## config.mk

```make
export PLATFORM = sky130hd
export DESIGN_NAME = json_string_unescape_flat
export DESIGN_NICKNAME = d
export VERILOG_FILES = /design/src/hw/rtl/jsu_pkg.sv /design/src/hw/rtl/jsu_in_if.sv /design/src/hw/rtl/jsu_out_if.sv /design/src/hw/rtl/json_string_unescape.sv /design/src/hw/rtl/jsu_step.sv /design/src/flat_wrapper.sv
export SDC_FILE = /design/constraint.sdc
export NUM_CORES = 1
export LEC_CHECK = 0
export CAP_MARGIN = 20
export CORE_MARGIN = 1.5
export CORE_UTILIZATION = 58
export DETAILED_ROUTE_END_ITERATION = 10
export DONT_BUFFER_PORTS = 1
export PLACE_DENSITY = 0.78
export SLEW_MARGIN = 0
export SYNTH_ARGS = -nofsm -noshare
export SYNTH_HDL_FRONTEND = slang
export SYNTH_SLANG_ARGS = --single-unit
```

## constraint.sdc

```tcl
create_clock -name clk -period 3.3 [get_ports clk]
set_clock_uncertainty 0.2 [all_clocks]
set_input_delay 0.33 -clock clk [delete_from_list [all_inputs] [get_ports clk]]
set_output_delay 0.33 -clock clk [all_outputs]
set_load 0.01 [all_outputs]
```

## src/hw/rtl/jsu_pkg.sv

```systemverilog
`default_nettype none
package jsu_pkg;

  localparam logic [2:0] PH_IDLE = 3'd0;
  localparam logic [2:0] PH_BODY = 3'd1;
  localparam logic [2:0] PH_ESC  = 3'd2;
  localparam logic [2:0] PH_HEX  = 3'd3;
  localparam logic [2:0] PH_SBS  = 3'd4;
  localparam logic [2:0] PH_SU   = 3'd5;
  localparam logic [2:0] PH_HEX2 = 3'd6;

  localparam logic [2:0] ST_DATA   = 3'd0;
  localparam logic [2:0] ST_DONE   = 3'd1;
  localparam logic [2:0] ST_BADESC = 3'd2;
  localparam logic [2:0] ST_BADHEX = 3'd3;
  localparam logic [2:0] ST_BADSUR = 3'd4;
  localparam logic [2:0] ST_NOQUOT = 3'd5;
  localparam logic [2:0] ST_CTRL   = 3'd6;

  localparam int unsigned MAX_WORDS = 4;

  typedef struct packed {
    logic [2:0]  phase;
    logic [1:0]  hcnt;
    logic [15:0] acc;
    logic [9:0]  hsur;
  } state_t;

  typedef struct packed {
    logic [MAX_WORDS-1:0][7:0] bytes;
    logic [2:0]                count;
    logic [2:0]                status;
  } res_t;

endpackage
`default_nettype wire

```

## src/hw/rtl/jsu_in_if.sv

```systemverilog
`default_nettype none
interface jsu_in_if;
  logic       valid;
  logic       ready;
  logic [7:0] ch;

  modport source (output valid, output ch, input ready);
  modport sink (input valid, input ch, output ready);
endinterface
`default_nettype wire

```

## src/hw/rtl/jsu_out_if.sv

```systemverilog
`default_nettype none
interface jsu_out_if;
  logic       valid;
  logic       ready;
  logic [7:0] out_byte;
  logic [2:0] status;
  logic       last;

  modport source (output valid, output out_byte, output status, output last, input ready);
  modport sink (input valid, input out_byte, input status, input last, output ready);
endinterface
`default_nettype wire

```

## src/hw/rtl/json_string_unescape.sv

```systemverilog
// Streaming JSON string unescaper: bytes arrive on chars, the unescaped
// string leaves on result as UTF-8 words, and each string ends with one
// status word (complete or an error code, always with last set). Bytes
// outside a string are dropped until an opening quote. A byte lands in an
// input register, is decoded combinationally, and its 0 to 4 words are
// loaded into a result register that sends one word per clock while
// result is ready, and plain bytes then sustain one per clock. A byte
// that yields n words holds the following byte in the input register
// until its last word is sent; the one-word-per-clock drain sets the \u rate.
`default_nettype none
module json_string_unescape
  import jsu_pkg::*;
(
  input  wire logic  clk,
  input  wire logic  rst,
  jsu_in_if.sink     chars,
  jsu_out_if.source  result
);

  logic                      ivalid;
  logic [7:0]                ibyte;
  state_t                    st;
  state_t                    st_next;
  res_t                      res;
  logic [MAX_WORDS-1:0][7:0] obuf;
  logic [2:0]                cnt;
  logic [2:0]                ostatus;
  logic                      consume;
  logic                      out_fire;

  jsu_step u_step (
    .ch  (ibyte),
    .cur (st),
    .nxt (st_next),
    .res (res)
  );

  assign out_fire = result.valid && result.ready;
  assign consume  = ivalid && ((cnt == 3'd0) || ((cnt == 3'd1) && result.ready));
  assign chars.ready = !ivalid || consume;

  always_ff @(posedge clk) begin
    if (rst) begin
      ivalid <= 1'b0;
    end else if (chars.ready) begin
      ivalid <= chars.valid;
    end
    if (chars.valid && chars.ready) begin
      ibyte <= chars.ch;
    end
  end

  always_ff @(posedge clk) begin
    if (rst) begin
      st.phase <= PH_IDLE;
      st.hcnt  <= 2'd0;
      st.acc   <= 16'h0000;
      st.hsur  <= 10'd0;
    end else if (consume) begin
      st <= st_next;
    end
  end

  always_ff @(posedge clk) begin
    if (rst) begin
      cnt <= 3'd0;
    end else if (consume) begin
      cnt <= res.count;
    end else if (out_fire) begin
      cnt <= cnt - 3'd1;
    end
    if (consume) begin
      obuf    <= res.bytes;
      ostatus <= res.status;
    end else if (out_fire) begin
      obuf <= {8'h00, obuf[MAX_WORDS-1:1]};
    end
  end

  assign result.valid    = (cnt != 3'd0);
  assign result.out_byte = obuf[0];
  assign result.status   = ostatus;
  assign result.last     = (cnt == 3'd1);

  a_cnt_range: assert property (@(posedge clk) disable iff (rst)
    cnt <= 3'd4)
    else $error("result count out of range");

  a_status_last: assert property (@(posedge clk) disable iff (rst)
    (result.valid && result.status != ST_DATA) |-> result.last)
    else $error("status word not last");

  a_drain: assert property (@(posedge clk) disable iff (rst)
    (out_fire && !consume) |=> (cnt == $past(cnt) - 3'd1))
    else $error("result count did not step down");

  a_hold_input: assert property (@(posedge clk) disable iff (rst)
    (ivalid && !consume) |=> (ivalid && $stable(ibyte)))
    else $error("pending input byte lost");

endmodule
`default_nettype wire

```

## src/hw/rtl/jsu_step.sv

```systemverilog
`default_nettype none
module jsu_step
  import jsu_pkg::*;
(
  input  wire logic [7:0] ch,
  input  wire state_t     cur,
  output state_t          nxt,
  output res_t            res
);

  localparam logic [7:0] CH_QUOTE  = 8'h22;
  localparam logic [7:0] CH_BSLASH = 8'h5C;
  localparam logic [7:0] CH_SLASH  = 8'h2F;
  localparam logic [7:0] CH_LB     = 8'h62;
  localparam logic [7:0] CH_LF     = 8'h66;
  localparam logic [7:0] CH_LN     = 8'h6E;
  localparam logic [7:0] CH_LR     = 8'h72;
  localparam logic [7:0] CH_LT     = 8'h74;
  localparam logic [7:0] CH_LU     = 8'h75;
  localparam logic [7:0] CH_SPACE  = 8'h20;

  function automatic res_t one_word(input logic [7:0] b, input logic [2:0] s);
    res_t r;
    r          = '0;
    r.bytes[0] = b;
    r.count    = 3'd1;
    r.status   = s;
    return r;
  endfunction

  function automatic res_t encode(input logic [20:0] cp);
    res_t r;
    r        = '0;
    r.status = ST_DATA;
    if (cp <= 21'h00007F) begin
      r.bytes[0] = cp[7:0];
      r.count    = 3'd1;
    end else if (cp <= 21'h0007FF) begin
      r.bytes[0] = {3'b110, cp[10:6]};
      r.bytes[1] = {2'b10, cp[5:0]};
      r.count    = 3'd2;
    end else if (cp <= 21'h00FFFF) begin
      r.bytes[0] = {4'b1110, cp[15:12]};
      r.bytes[1] = {2'b10, cp[11:6]};
      r.bytes[2] = {2'b10, cp[5:0]};
      r.count    = 3'd3;
    end else begin
      r.bytes[0] = {5'b11110, cp[20:18]};
      r.bytes[1] = {2'b10, cp[17:12]};
      r.bytes[2] = {2'b10, cp[11:6]};
      r.bytes[3] = {2'b10, cp[5:0]};
      r.count    = 3'd4;
    end
    return r;
  endfunction

  logic        hex_ok;
  logic [3:0]  hex_val;
  logic [15:0] acc_new;
  logic [20:0] pair_cp;

  always_comb begin
    hex_ok  = 1'b1;
    hex_val = 4'd0;
    if (ch >= 8'h30 && ch <= 8'h39) begin
      hex_val = ch[3:0];
    end else if ((ch >= 8'h41 && ch <= 8'h46) || (ch >= 8'h61 && ch <= 8'h66)) begin
      hex_val = ch[3:0] + 4'd9;
    end else begin
      hex_ok = 1'b0;
    end
  end

  assign acc_new = {cur.acc[11:0], hex_val};
  assign pair_cp = 21'h010000 + {1'b0, cur.hsur, acc_new[9:0]};

  always_comb begin
    nxt = cur;
    res = '0;
    unique case (cur.phase)
      PH_BODY: begin
        if (ch == CH_QUOTE) begin
          nxt.phase = PH_IDLE;
          res       = one_word(8'h00, ST_DONE);
        end else if (ch == CH_BSLASH) begin
          nxt.phase = PH_ESC;
        end else if (ch == 8'h00) begin
          nxt.phase = PH_IDLE;
          res       = one_word(8'h00, ST_NOQUOT);
        end else if (ch < CH_SPACE) begin
          nxt.phase = PH_IDLE;
          res       = one_word(8'h00, ST_CTRL);
        end else begin
          res = one_word(ch, ST_DATA);
        end
      end
      PH_ESC: begin
        nxt.phase = PH_BODY;
        unique case (ch)
          CH_QUOTE:  res = one_word(CH_QUOTE, ST_DATA);
          CH_BSLASH: res = one_word(CH_BSLASH, ST_DATA);
          CH_SLASH:  res = one_word(CH_SLASH, ST_DATA);
          CH_LB:     res = one_word(8'h08, ST_DATA);
          CH_LF:     res = one_word(8'h0C, ST_DATA);
          CH_LN:     res = one_word(8'h0A, ST_DATA);
          CH_LR:     res = one_word(8'h0D, ST_DATA);
          CH_LT:     res = one_word(8'h09, ST_DATA);
          CH_LU: begin
            nxt.phase = PH_HEX;
            nxt.hcnt  = 2'd0;
            nxt.acc   = 16'h0000;
          end
          default: begin
            nxt.phase = PH_IDLE;
            res       = one_word(8'h00, ST_BADESC);
          end
        endcase
      end
      PH_HEX, PH_HEX2: begin
        if (!hex_ok) begin
          nxt.phase = PH_IDLE;
          res       = one_word(8'h00, ST_BADHEX);
        end else begin
          nxt.acc = acc_new;
          if (cur.hcnt != 2'd3) begin
            nxt.hcnt = cur.hcnt + 2'd1;
          end else begin
            nxt.hcnt = 2'd0;
            if (cur.phase == PH_HEX) begin
              if (acc_new[15:10] == 6'b110110) begin
                nxt.hsur  = acc_new[9:0];
                nxt.phase = PH_SBS;
              end else begin
                nxt.phase = PH_BODY;
                res       = encode({5'd0, acc_new});
              end
            end else if (acc_new[15:10] != 6'b110111) begin
              nxt.phase = PH_IDLE;
              res       = one_word(8'h00, ST_BADSUR);
            end else begin
              nxt.phase = PH_BODY;
              res       = encode(pair_cp);
            end
          end
        end
      end
      PH_SBS: begin
        if (ch == CH_BSLASH) begin
          nxt.phase = PH_SU;
        end else begin
          nxt.phase = PH_IDLE;
          res       = one_word(8'h00, ST_BADSUR);
        end
      end
      PH_SU: begin
        if (ch == CH_LU) begin
          nxt.phase = PH_HEX2;
          nxt.hcnt  = 2'd0;
          nxt.acc   = 16'h0000;
        end else begin
          nxt.phase = PH_IDLE;
          res       = one_word(8'h00, ST_BADSUR);
        end
      end
      default: begin
        nxt.phase = (ch == CH_QUOTE) ? PH_BODY : PH_IDLE;
      end
    endcase
  end

endmodule
`default_nettype wire
```

## src/flat_wrapper.sv

```systemverilog
// flat-port wrapper written by rule: the top's interface ports become plain ports
module json_string_unescape_flat import jsu_pkg::*;
  (clk, rst, chars_valid, chars_ch, chars_ready, result_valid, result_out_byte, result_status, result_last, result_ready);
  jsu_in_if chars_i ();
  jsu_out_if result_i ();
  input  wire logic clk;
  input  wire logic rst;
  input wire logic [$bits(chars_i.valid)-1:0] chars_valid;
  input wire logic [$bits(chars_i.ch)-1:0] chars_ch;
  output wire logic [$bits(chars_i.ready)-1:0] chars_ready;
  output wire logic [$bits(result_i.valid)-1:0] result_valid;
  output wire logic [$bits(result_i.out_byte)-1:0] result_out_byte;
  output wire logic [$bits(result_i.status)-1:0] result_status;
  output wire logic [$bits(result_i.last)-1:0] result_last;
  input wire logic [$bits(result_i.ready)-1:0] result_ready;
  assign chars_i.valid = chars_valid;
  assign chars_i.ch = chars_ch;
  assign chars_ready = chars_i.ready;
  assign result_valid = result_i.valid;
  assign result_out_byte = result_i.out_byte;
  assign result_status = result_i.status;
  assign result_last = result_i.last;
  assign result_i.ready = result_ready;
  json_string_unescape u_core (.clk(clk), .rst(rst), .chars(chars_i), .result(result_i));
endmodule
```

==> results.txt, run 1 <==
----------------------------------------------------
[Run status]
  Result of the run ... finished with violations
  Violations in the final reports ... setup timing

[STA]
  Min cycle time layout ... 3.35 ns
  Fmax achieved ... about 0.30 GHz
  Fin. max-slew vios ... 0
  Worst slew margin relative to its limit ... 0.557
  Setup repair after global routing missed its margin ... yes
  Final worst-path cycle share ... 1.01
  Number of setup violations in the final report ... 2
  Slack of the critical path ... -0.0487 ns
  Final hold violations ... 0
  Tightest hold margin ... about 0.0081 ns
  Worst Max-Slew Pin Slew ... roughly 0.66 ns

[Flow run]
  Max_cap viols ... 0

[Placed design]
  IO Port Bufs ... 0
  Number of cells after detailed placement ... just over 700
  Weighted congestion reported at the end of routability-driven placement ... 1.05
  Placement Cell Area ... between 5000 and 6000 µm²
  Sum of net half-perimeters after detailed placement ... between 10000 and 15000 µm
  Post-Place Worst Slack ... -0.0922 ns

[Cells and area]
  Final Non-Filler Cells ... between 700 and 800
  Number of inserted diodes ... 0
  Design area ... a little under 6000 µm²
  Signed area change from the synthesized netlist to the final layout ... 19.7%
  Fill cell count ... around 670
  Share of layout cells above drive strength 1 ... 0.220
  Final-stage net count ... 661

[Critical path]
  Setup slack of the worst register-to-register path ... -0.05 ns
  CP Launch Type ... flop
  Class of the most critical setup path ... reg2reg
  Reg-to-reg critical path startpoint ... u_core.ibyte[0]
  Reg2reg end ... u_core.obuf[8]
  Largest fanout on the critical path ... 7
  R2r worst-path depth ... 11
  Capturing element type of the critical path ... flop
  Arrival time of data at the critical path endpoint ... approximately 3.3 ns
  WP data required ... ~3.2 ns

[Global routing]
  Maximum number of pins on one net before global-route repair ... 31
  First-pass GRT wire length ... around 25000 µm
  Remaining Overflow, GRT ... 0
  Number of global-route vias before repair ... around 4700
  Antenna violations before repair ... 0
  Global-route usage over all layers ... 0.369

[Yosys]
  Synthesized-area fraction occupied by ao, oa, aoi and oai cells ... 0.246
  Largest area contributor in the synthesized netlist ... edfxtp_1
  Mapped Nets ... slightly above 600
  Dominant synthesized flop cell ... edfxtp_1
  Number of instances in the synthesized netlist ... between 500 and 600
  Share of synthesized flip-flops with an asynchronous set or reset ... 0
  Synthesis Warnings ... 0
  Post-synth EDFFs ... 40
  Area share of xor/xnor cells in the synthesized design ... 0.00355
  Post-synth cell types ... between 70 and 80
  Main combinational cell family by area after synthesis ... simple AND/OR/NAND/NOR gates
  Biggest area contributors in the synthesized netlist ... edfxtp_1 (24%), dfxtp_1 (13%), nor2_1 (6.4%)
  Synth Register Bits ... 71
  Synthesized-area fraction occupied by and/or/nand/nor cells ... 0.260
  Seq/Total Area, Yosys ... 0.369
  Adder-cell share of the synthesized area ... 0.0254
  Post-synth design cell area ... about 4900 µm²
  Top cell type's share of synthesized area ... 0.243
  Share of cell area taken by muxes after synthesis ... 0.0350
  Post-Synthesis Mean Instance Area ... approximately 8.3 µm²

[Routing]
  Drt first pass iters ... 6
  Number of routed nets with antenna violations ... 0
  Vias after detailed routing ... about 5200
  Total wire length after detailed routing ... approximately 17000 µm
  Initial drt markers ... 669
  Average wire per cell in the routed design ... 22.7 µm
  Residual DRC ... 0
  Ratio of routed vias to standard cells ... about 7

[Min path]
  Hold path start ... result_ready
  Hold-critical path endpoint ... u_core.cnt[2]
  Min-delay worst type ... in2reg
  Cell depth of the worst min-delay path ... 2

[Floorplanning]
  Site row count ... 33
  Horizontal die dimension ... between 90 and 100 µm
  Starting density of the core ... 0.600
  Area of the core ... between 8000 and 9000 µm²
  Number of top-level pins ... 26
  DIE AREA ... ~9100 µm²
  Die Height ... roughly 95 µm

[Power]
  Static leakage power ... between 2 and 2.5 nW
  Power, Total ... slightly above 3 mW
  Peak supply drop ... about 350 µV
  Power Dens Cells ... 524 nW/µm²

[CTS]
  Clk pin slew, worst setup/hold paths ... ~0.090 ns
  Num CTS Buffers ... 9
  Later-pin clock latency in the skew report ... between 0.3 and 0.4 ns
  Maximum root-to-sink buffer count ... 2
  Htree depth ... 3
  Number of clock sinks ... between 70 and 80
  Clock Tree Root ... clkbuf_8
  CTS tree ... done

----------------------------------------------------
==> sequential cells by signal, summed over array words and instances (netlist names) <==
| signal | count |
|---|---|
| u_core.obuf | 21 |
| u_core.ivalid | 1 |
| u_core.result.status | 3 |
| u_core.ibyte | 8 |
| u_core.cnt | 3 |
| u_core.result.out_byte | 8 |
| u_core.st | 27 |
==> area by class of cell <==
cell class	count	area (µm²)	share of cell area
multi-input combinational	458	3040	0.514
timing repair buffer	81	659	0.112
clock buffer	10	138	0.0233
inverter	18	67.6	0.0114
sequential	71	1820	0.309
clock inverter	6	51.3	0.00869
tap	105	131	0.0223
==> worst max path at each step <==
stage,startpoint,end,slack (ns),cells past startpoint
after detailed placement,u_core.ibyte[0],u_core.result.out_byte[0],-0.09,10
after CTS,u_core.ibyte[3],u_core.result.out_byte[0],0.005,8
after global routing,u_core.ibyte[0],u_core.obuf[8],-0.14,11
final,u_core.ibyte[0],u_core.obuf[8],-0.05,11
after floorplan,u_core.ibyte[0],u_core.result.out_byte[3],0.04,12
after global placement,u_core.ibyte[0],u_core.result.out_byte[0],-0.04,10
==> Yosys cell counts, types with 6 or more instances <==
master / instances
clkbuf_1: 28
inv_1: 17
o31ai_1: 9
and2_1: 9
ha_1: 10
o22ai_1: 6
dfxtp_1: 31
buf_4: 8
a31oi_1: 7
a221oi_1: 7
edfxtp_1: 40
a21oi_1: 48
o211ai_1: 6
o21ai_0: 29
nor2b_1: 12
nand2_1: 49
nor3_1: 18
a211oi_1: 8
a22oi_1: 12
nand3_1: 15
nor4_1: 7
a32oi_1: 7
mux2i_1: 15
nor2_1: 84
nand2b_1: 9
==> worst max-delay path, stage by stage (launching register included) <==
cell	delay (ns)
edfxtp_1	0.49
inv_1	0.14
ha_2	0.22
o21bai_4	0.11
a211oi_2	0.39
nor2_4	0.13
nor4_4	0.27
buf_4	0.20
mux2i_4	0.28
mux2_2	0.38
mux2i_2	0.20
o21ai_1	0.10
==> metrics by stage <==
step / setup TNS, ns / util
after floorplan: 0 / -
after global placement: -0.0775 / 0.651
after detailed placement: -0.393 / 0.651
after CTS: 0 / 0.694
after global routing: -1.10 / 0.719
final: -0.0525 / 0.719
==> placed cells by master, fill, tap and decap left out, types with 10 or more instances in the layout <==
| cell | instances |
|---|---|
| mux2i_1 | 10 |
| o21ai_0 | 28 |
| nor2b_1 | 11 |
| dfxtp_1 | 31 |
| a21oi_1 | 45 |
| a22oi_1 | 12 |
| inv_1 | 17 |
| nor2_1 | 83 |
| clkbuf_8 | 10 |
| edfxtp_1 | 40 |
| buf_4 | 69 |
| nand2_1 | 49 |
| nor3_1 | 15 |
| nand3_1 | 15 |
==> layer usage <==
| layer | GRT usage | share of wire |
|---|---|---|
| met4 | 0.155 | 0.053 |
| met2 | 0.542 | 0.42 |
| met3 | 0.0909 | 0.13 |
| met1 | 0.514 | 0.39 |
| met5 | 0 | 0 |
==> cells by family (layout without fill, tap and decap cells) <==
| kind of cell | after synthesis | in the layout |
|---|---|---|
| compound gates | 181 | 181 |
| xor+xnor | 2 | 2 |
| fa+ha+maj | 10 | 10 |
| buf+inv | 62 | 115 |
| flops | 71 | 71 |
| mux | 17 | 17 |
| simple gates | 248 | 248 |
==> report_power, final <==
group	leakage, nW	total (mW)	switching (mW)	internal (mW)
clock network	0.0935	0.684	0.381	0.303
logic	1.37	1.00	0.631	0.370
registers	0.641	1.41	0.147	1.26
total	2.11	3.09	1.16	1.93
==> what timing repair did <==
item,CTS,global route
hold endpoints to repair,38,0
hold buffers,10,0
resized for setup,7,33
endpoints found under the setup margin,15,27
buffers inserted,2,5
pin swaps,1,10
Note: power is estimated with default switching activity, not from simulation.
==> inputs of run 2 (changes only) <==
--- a/config.mk
+++ b/config.mk
@@ -10,6 +10,8 @@
 export CORE_UTILIZATION = 58
 export DETAILED_ROUTE_END_ITERATION = 10
 export DONT_BUFFER_PORTS = 1
+export GPL_TIMING_DRIVEN = 0
+export HOLD_SLACK_MARGIN = 0.08
 export PLACE_DENSITY = 0.78
 export SLEW_MARGIN = 0
 export SYNTH_ARGS = -nofsm -noshare
==> run 2 against run 1 <==
The run still ends with setup timing left. Critical path depth is 3 lower. First-iteration DRC count rose by 47%. Global-route usage rose by 2.8 points. Fmax is 6.7% lower. Power is 5.2% higher. Setup slack lost 0.24 ns. Routed wire length is 15% higher. Core utilization is 6.4 points higher. Non-clock buffer count is 30 higher. Design area rose by 9.0%. Register-to-register slack worse by 0.24 ns. Critical endpoint is now u_core.result.out_byte[0]. Largest cell class unchanged.
==> results.txt, run 2 (same netlist as run 1, synthesis figures left out) <==
----------------------------------------------------
[CTS]
  Num CTS Buffers ... 9
  Htree depth ... 3
  Clk pin slew, worst setup/hold paths ... about 0.080 ns
  Maximum root-to-sink buffer count ... 2
  Number of clock sinks ... ~70
  Clock Tree Root ... clkbuf_8
  Later-pin clock latency in the skew report ... approximately 0.36 ns
  CTS tree ... done

[Critical path]
  Reg2reg end ... u_core.result.out_byte[0]
  Reg-to-reg critical path startpoint ... u_core.ibyte[4]
  Most frequent CP cell ... o21ai_0
  Arrival time of data at the critical path endpoint ... between 3 and 4 ns
  Largest fanout on the critical path ... 5
  WP data required ... about 3.3 ns
  Delay of the slowest cell on the worst path ... ~0.97 ns
  Crit path max-delay family ... compound AO/OA/AOI/OAI gates
  R2r worst-path depth ... 8
  Capturing element type of the critical path ... flop
  Class of the most critical setup path ... reg2reg
  Setup slack of the worst register-to-register path ... -0.29 ns
  CP cell instances ... buf_6 -> or4b_4 -> or2_2 -> o21ai_0 -> o221ai_1 -> o21ai_0 -> o22ai_1 -> o31ai_2
  Highest-delay cell along the critical path ... o21ai_0
  Sum of buffers and inverters on the critical path ... 1
  CP Launch Type ... flop

[STA]
  Worst slew margin relative to its limit ... 0.128
  Fin. max-slew vios ... 0
  Final worst-path cycle share ... 1.09
  Fmax achieved ... between 0.2 and 0.3 GHz
  Number of setup violations in the final report ... 35
  Setup repair after global routing missed its margin ... yes
  Slack of the critical path ... -0.291 ns
  Final hold violations ... 0
  Min cycle time layout ... about 3.6 ns
  Worst Max-Slew Pin Slew ... approximately 1.3 ns

[Routing]
  Number of routed nets with antenna violations ... 0
  Uppermost layer routed ... met4
  Total wire length after detailed routing ... between 15000 and 20000 µm
  Initial drt markers ... 983
  Average wire per cell in the routed design ... ~25 µm
  Length of routed wiring on met1 ... approximately 7000 µm
  Residual DRC ... 0
  Routed wl met2 ... 8530 µm
  Drt first pass iters ... 9
  Ratio of routed vias to standard cells ... between 7 and 8
  Vias after detailed routing ... between 5000 and 6000
  Detailed route wirelength on metal3 ... 2550 µm

[Power]
  Fraction of power spent switching nets ... 0.381
  Power, Total ... about 3.3 mW
  Combinational group share of total power ... 0.382
  Clock power share ... 0.199
  Sequential group share of total power ... 0.419
  Peak supply drop ... around 280 µV
  Static leakage power ... 2.23 nW
  Power Dens Cells ... 506 nW/µm²
  Internal power component ... a little over 2 mW
  Net switching component of the power ... 1.24 mW

[Placed design]
  Post-Place Worst Slack ... -0.743 ns
  IO Port Bufs ... 0
  Weighted congestion reported at the end of routability-driven placement ... roughly 1.0
  Sum of net half-perimeters after detailed placement ... 11900 µm
  Placement Cell Area ... around 5000 µm²
  Number of cells after detailed placement ... ~700

[Global routing]
  Global-route usage over all layers ... 0.397
  First-pass GRT wire length ... ~27000 µm
  Remaining Overflow, GRT ... 0
  Maximum number of pins on one net before global-route repair ... 30
  Antenna violations before repair ... 0
  Number of global-route vias before repair ... just under 5000

[Floorplanning]
  DIE AREA ... ~9100 µm²
  Number of top-level pins ... 26
  Area of the core ... approximately 8200 µm²
  Starting density of the core ... 0.600
  Site row count ... 33
  Die Height ... approximately 95 µm
  Horizontal die dimension ... around 95 µm

[Cells and area]
  Design area ... roughly 6400 µm²
  Signed area change from the synthesized netlist to the final layout ... 30.4%
  Biggest regs ... u_core.st (27), u_core.obuf (21)
  Number of inserted diodes ... 0
  Largest register FFs ... 27
  Most frequent cells in the layout ... nor2_1 (72), buf_4 (55), nand2_1 (47)
  Share of layout cells above drive strength 1 ... 0.286
  Final-stage net count ... 691
  Largest register by flop count ... u_core.st
  Final cell utilization of the core ... 0.783
  Most common cell after layout, fill and taps aside ... nor2_1
  Final Non-Filler Cells ... approximately 780

[Run status]
  Result of the run ... finished with violations
  Violations in the final reports ... setup timing

[Flow run]
  Max_cap viols ... 0

[Min path]
  Min-delay worst type ... in2reg
  Hold path start ... rst
  Cell depth of the worst min-delay path ... 2
  Hold-critical path endpoint ... u_core.st[10]

----------------------------------------------------
-- run 2: changes by cell type in the layout (fill, tap and decap cells not counted), sizes merged --
| cell | previous run | this run |
|---|---|---|
| clkinv | 3 | 2 |
| dlygate4sd3 | 9 | 11 |
| clkbuf | 10 | 36 |
| clkinvlp | 1 | 4 |
| buf | 72 | 74 |
| inv | 20 | 18 |
-- run 2: stage by stage --
| step | TNS (ns) | hold slack, ns |
|---|---|---|
| 2_1_floorplan | 0 | 0.229 |
| 3_3_place_gp | -18.04 | 0.229 |
| 3_5_place_dp | -23.17 | 0.229 |
| 4_1_cts | -0.0179 | 0.176 |
| 5_1_grt | -5.91 | 0.194 |
| 6_report | -4.08 | 0.182 |
-- run 2: layer usage --
layer,track usage,up-vias
met1,0.520,2636
met5,0.0536,-
met3,0.0758,160
li1,-,2369
met2,0.626,499
met4,0.184,0
-- run 2: how the worst max path moves through the flow --
stage	startpoint	end	slack [ns]	cells after the start
after global placement	u_core.ibyte[0]	u_core.result.out_byte[7]	-0.67	12
after CTS	u_core.ibyte[0]	u_core.result.out_byte[2]	-0.02	14
after global routing	u_core.ibyte[4]	u_core.obuf[13]	-0.25	11
after floorplan	u_core.ibyte[0]	u_core.result.out_byte[3]	0.04	12
final	u_core.ibyte[4]	u_core.result.out_byte[0]	-0.29	8
after detailed placement	u_core.ibyte[0]	u_core.result.out_byte[7]	-0.74	12
-- run 2: cell type report --
type	count	area (µm²)
clock buffers	10	128
multi-input cells	458	3380
inverters	18	67.6
repair buffers	69	602
flip-flops and latches	71	1830
well taps	105	131
fillers	509	1780
clock inverters	6	47.5
plain buffers	42	256
-- run 2: timing repair --
action / CTS / global route
hold buffers: 11 / 0
setup endpoints to repair: 53 / 43
pin swaps: 14 / 32
hold endpoints to repair: 11 / 0
buffers inserted: 25 / 33
gates resized for setup: 56 / 84
-- run 2: power groups by stage --
stage	Combinational [mW]	Sequential [mW]	Clock (mW)
6_report	1.24	1.36	0.647
5_1_grt	1.34	1.38	0.672
4_1_cts	1.06	1.36	0.634
3_5_place_dp	0.987	1.38	0
3_3_place_gp	0.961	1.37	0
2_1_floorplan	0.759	1.34	0
==> inputs of run 3 (changes only) <==
--- a/config.mk
+++ b/config.mk
@@ -5,6 +5,7 @@
 export SDC_FILE = /design/constraint.sdc
 export NUM_CORES = 1
 export LEC_CHECK = 0
+export ABC_AREA = 1
 export CAP_MARGIN = 20
 export CORE_MARGIN = 1.5
 export CORE_UTILIZATION = 58
==> run 3 against run 2 <==
The flow now finishes without violations. Synthesized cell count is 20% higher. Global-route usage fell by 4.8 points. Clock-buffer cell count unchanged. Core utilization shrank 11 points. Largest power group unchanged. Routed wire length shrank 21%. Area after synthesis is 1.0% higher. Power shrank 2.7%. Die area up 1.0%. Critical endpoint is now u_core.obuf[10]. Final cell count increased by 9.2%. Design area fell by 13%. Clock power grew 21%. Setup slack gained 0.40 ns.
==> results.txt, run 3 <==
----------------------------------------------------
[CTS]
  Htree depth ... 3
  Number of clock sinks ... 71
  Clk pin slew, worst setup/hold paths ... 0.09 ns
  Maximum root-to-sink buffer count ... 2
  CTS tree ... done
  Clock Tree Root ... clkbuf_8
  Later-pin clock latency in the skew report ... between 0.3 and 0.4 ns
  Num CTS Buffers ... 9

[Yosys]
  Mapped Nets ... roughly 730
  Most frequently used cell type in the post-synthesis netlist ... nand2_1
  Post-Synthesis Mean Instance Area ... between 7 and 8 µm²
  Number of instances in the synthesized netlist ... between 700 and 800
  Largest area contributor in the synthesized netlist ... edfxtp_1
  Dominant synthesized flop cell ... edfxtp_1
  Share of synthesized flip-flops with an asynchronous set or reset ... 0
  Top cell type's share of synthesized area ... 0.241
  Seq/Total Area, Yosys ... 0.365
  Leading post-synthesis cells by instance count ... nand2_1 (185), inv_1 (97), nor2_1 (62), a21oi_1 (53), nand3_1 (47)
  Post-synth design cell area ... ~5000 µm²
  Biggest area contributors in the synthesized netlist ... edfxtp_1 (24%), nand2_1 (14%), dfxtp_1 (12%)
  Synthesis Warnings ... 0
  Post-synth EDFFs ... 40
  Synth Register Bits ... 71
  Post-synth cell types ... 44

[Min path]
  Min-delay worst type ... in2reg
  Hold-critical path endpoint ... u_core.ivalid
  Hold path start ... result_ready
  Cell depth of the worst min-delay path ... 5

[Global routing]
  Antenna violations before repair ... 0
  Number of global-route vias before repair ... 4703
  Global-route usage over all layers ... 0.349
  First-pass GRT wire length ... roughly 24000 µm
  Maximum number of pins on one net before global-route repair ... 22
  Remaining Overflow, GRT ... 0

[STA]
  Fin. max-slew vios ... 0
  Final worst-path cycle share ... 0.967
  Worst Max-Slew Pin Slew ... around 0.89 ns
  Tightest hold margin ... 0.189 ns
  Final hold violations ... 0
  Number of setup violations in the final report ... 0
  Post-Route Setup TNS ... 0 ns
  Worst slew margin relative to its limit ... 0.404
  Min cycle time layout ... about 3.2 ns
  Setup repair after global routing missed its margin ... yes
  Fmax achieved ... between 0.3 and 0.4 GHz

[Routing]
  Vias after detailed routing ... approximately 5100
  Drt first pass iters ... 5
  Residual DRC ... 0
  Total wire length after detailed routing ... about 16000 µm
  Number of routed nets with antenna violations ... 0
  Average wire per cell in the routed design ... 18.2 µm
  Ratio of routed vias to standard cells ... 6.02
  Initial drt markers ... about 480

[Floorplanning]
  Area of the core ... 8260 µm²
  Site row count ... 33
  Horizontal die dimension ... between 90 and 100 µm
  Die Height ... 95.7 µm
  Number of top-level pins ... 26
  Starting density of the core ... 0.604
  DIE AREA ... 9160 µm²

[Critical path]
  Capturing element type of the critical path ... flop
  WP data required ... between 3 and 4 ns
  Setup slack of the worst register-to-register path ... roughly 0.11 ns
  R2r worst-path depth ... 19
  Reg2reg end ... u_core.obuf[10]
  Largest fanout on the critical path ... 10
  CP Launch Type ... flop
  Reg-to-reg critical path startpoint ... u_core.ibyte[0]
  Class of the most critical setup path ... reg2reg
  Arrival time of data at the critical path endpoint ... about 3.1 ns

[Power]
  Static leakage power ... approximately 2.3 nW
  Peak supply drop ... a little over 600 µV
  Power Dens Cells ... about 570 nW/µm²
  Power, Total ... ~3.2 mW

[Cells and area]
  Most frequent cells in the layout ... nand2_1 (184), inv_1 (93), nor2_1 (57)
  Fill cell count ... 733
  Biggest regs ... u_core.st (27), u_core.obuf (21)
  Largest register FFs ... 27
  Most common cell after layout, fill and taps aside ... nand2_1
  Signed area change from the synthesized netlist to the final layout ... 11.9%
  Number of inserted diodes ... 0
  Design area ... about 5600 µm²
  Final-stage net count ... 763
  Largest register by flop count ... u_core.st
  Share of layout cells above drive strength 1 ... 0.130

[Run status]
  Result of the run ... finished clean

[Flow run]
  Max_cap viols ... 0

[Placed design]
  Weighted congestion reported at the end of routability-driven placement ... between 1 and 1.5
  Placement Cell Area ... roughly 5100 µm²
  Sum of net half-perimeters after detailed placement ... roughly 12000 µm
  IO Port Bufs ... 0

----------------------------------------------------
==> run 3: kinds of logic after synthesis <==
kind of cell    share of synthesized area
simple gates                        0.347
xor+xnor                          0.00176
buf+inv                             0.113
flops                               0.365
compound gates                      0.147
fa+ha+maj                          0.0251
==> run 3: repair_timing <==
item	CTS	global route
pin swaps	0	8
setup endpoints to repair	1	34
resized for setup	2	19
hold buffers	9	0
setup buffers	0	9
hold endpoints to repair	9	0
==> run 3: worst max-delay path by stage <==
stage,from,end,slack (ns),cells after the start
after floorplan,u_core.cnt[0],u_core.cnt[0],0.37,7
after global placement,u_core.cnt[0],u_core.cnt[0],-0.19,7
after detailed placement,u_core.ibyte[0],u_core.result.out_byte[3],-0.02,21
after CTS,u_core.ibyte[0],u_core.obuf[13],0.009,20
after global routing,u_core.ibyte[1],u_core.obuf[13],-0.08,18
final,u_core.ibyte[0],u_core.obuf[10],0.11,19
==> run 3: area by class of cell <==
| type | count | area, µm² | share of cell area |
|---|---|---|---|
| multi-input combinational | 508 | 2670 | 0.478 |
| inverter | 107 | 404 | 0.0725 |
| tap | 105 | 131 | 0.0236 |
| timing repair buffer | 19 | 173 | 0.0310 |
| clock inverter | 6 | 70.1 | 0.0126 |
| sequential | 71 | 1820 | 0.327 |
| buffer | 25 | 161 | 0.0289 |
| clock buffer | 10 | 149 | 0.0267 |
==> run 3: critical path, cell delays in order, from the launching register on <==
cell	delay (ns)
edfxtp_1	0.44
inv_2	0.10
ha_4	0.18
inv_2	0.06
nand2_1	0.05
nand2_1	0.09
nand2_2	0.08
nand2_4	0.11
nand2_2	0.05
nand2_2	0.09
nand3_4	0.10
nor3_4	0.26
buf_4	0.16
nand4_1	0.08
nand2_1	0.09
nand2_2	0.17
a21oi_1	0.26
o221ai_1	0.17
nand3_1	0.11
nand2_1	0.08
==> run 3: metrics by stage <==
step / worst slack [ns] / utilization / cells
floorplan: 0.367 / - / 711
global placement: -0.192 / 0.620 / 816
detailed placement: -0.0216 / 0.622 / 817
CTS: 0.00853 / 0.660 / 842
global route: -0.0753 / 0.675 / 851
finish: 0.110 / 0.675 / 851
==> run 3: metal layers <==
layer  vias to the layer above  part of all wire  global-route usage
met5                         -                 0                   0
met4                         0             0.043               0.156
met3                        55             0.082              0.0656
met2                       260              0.49               0.606
met1                      2374              0.39               0.416
li1                       2436                 -                   -
==> run 3: power by group <==
| group | switching [mW] | internal (mW) |
|---|---|---|
| clock | 0.376 | 0.405 |
| sequential | 0.106 | 1.28 |
| combinational | 0.668 | 0.334 |
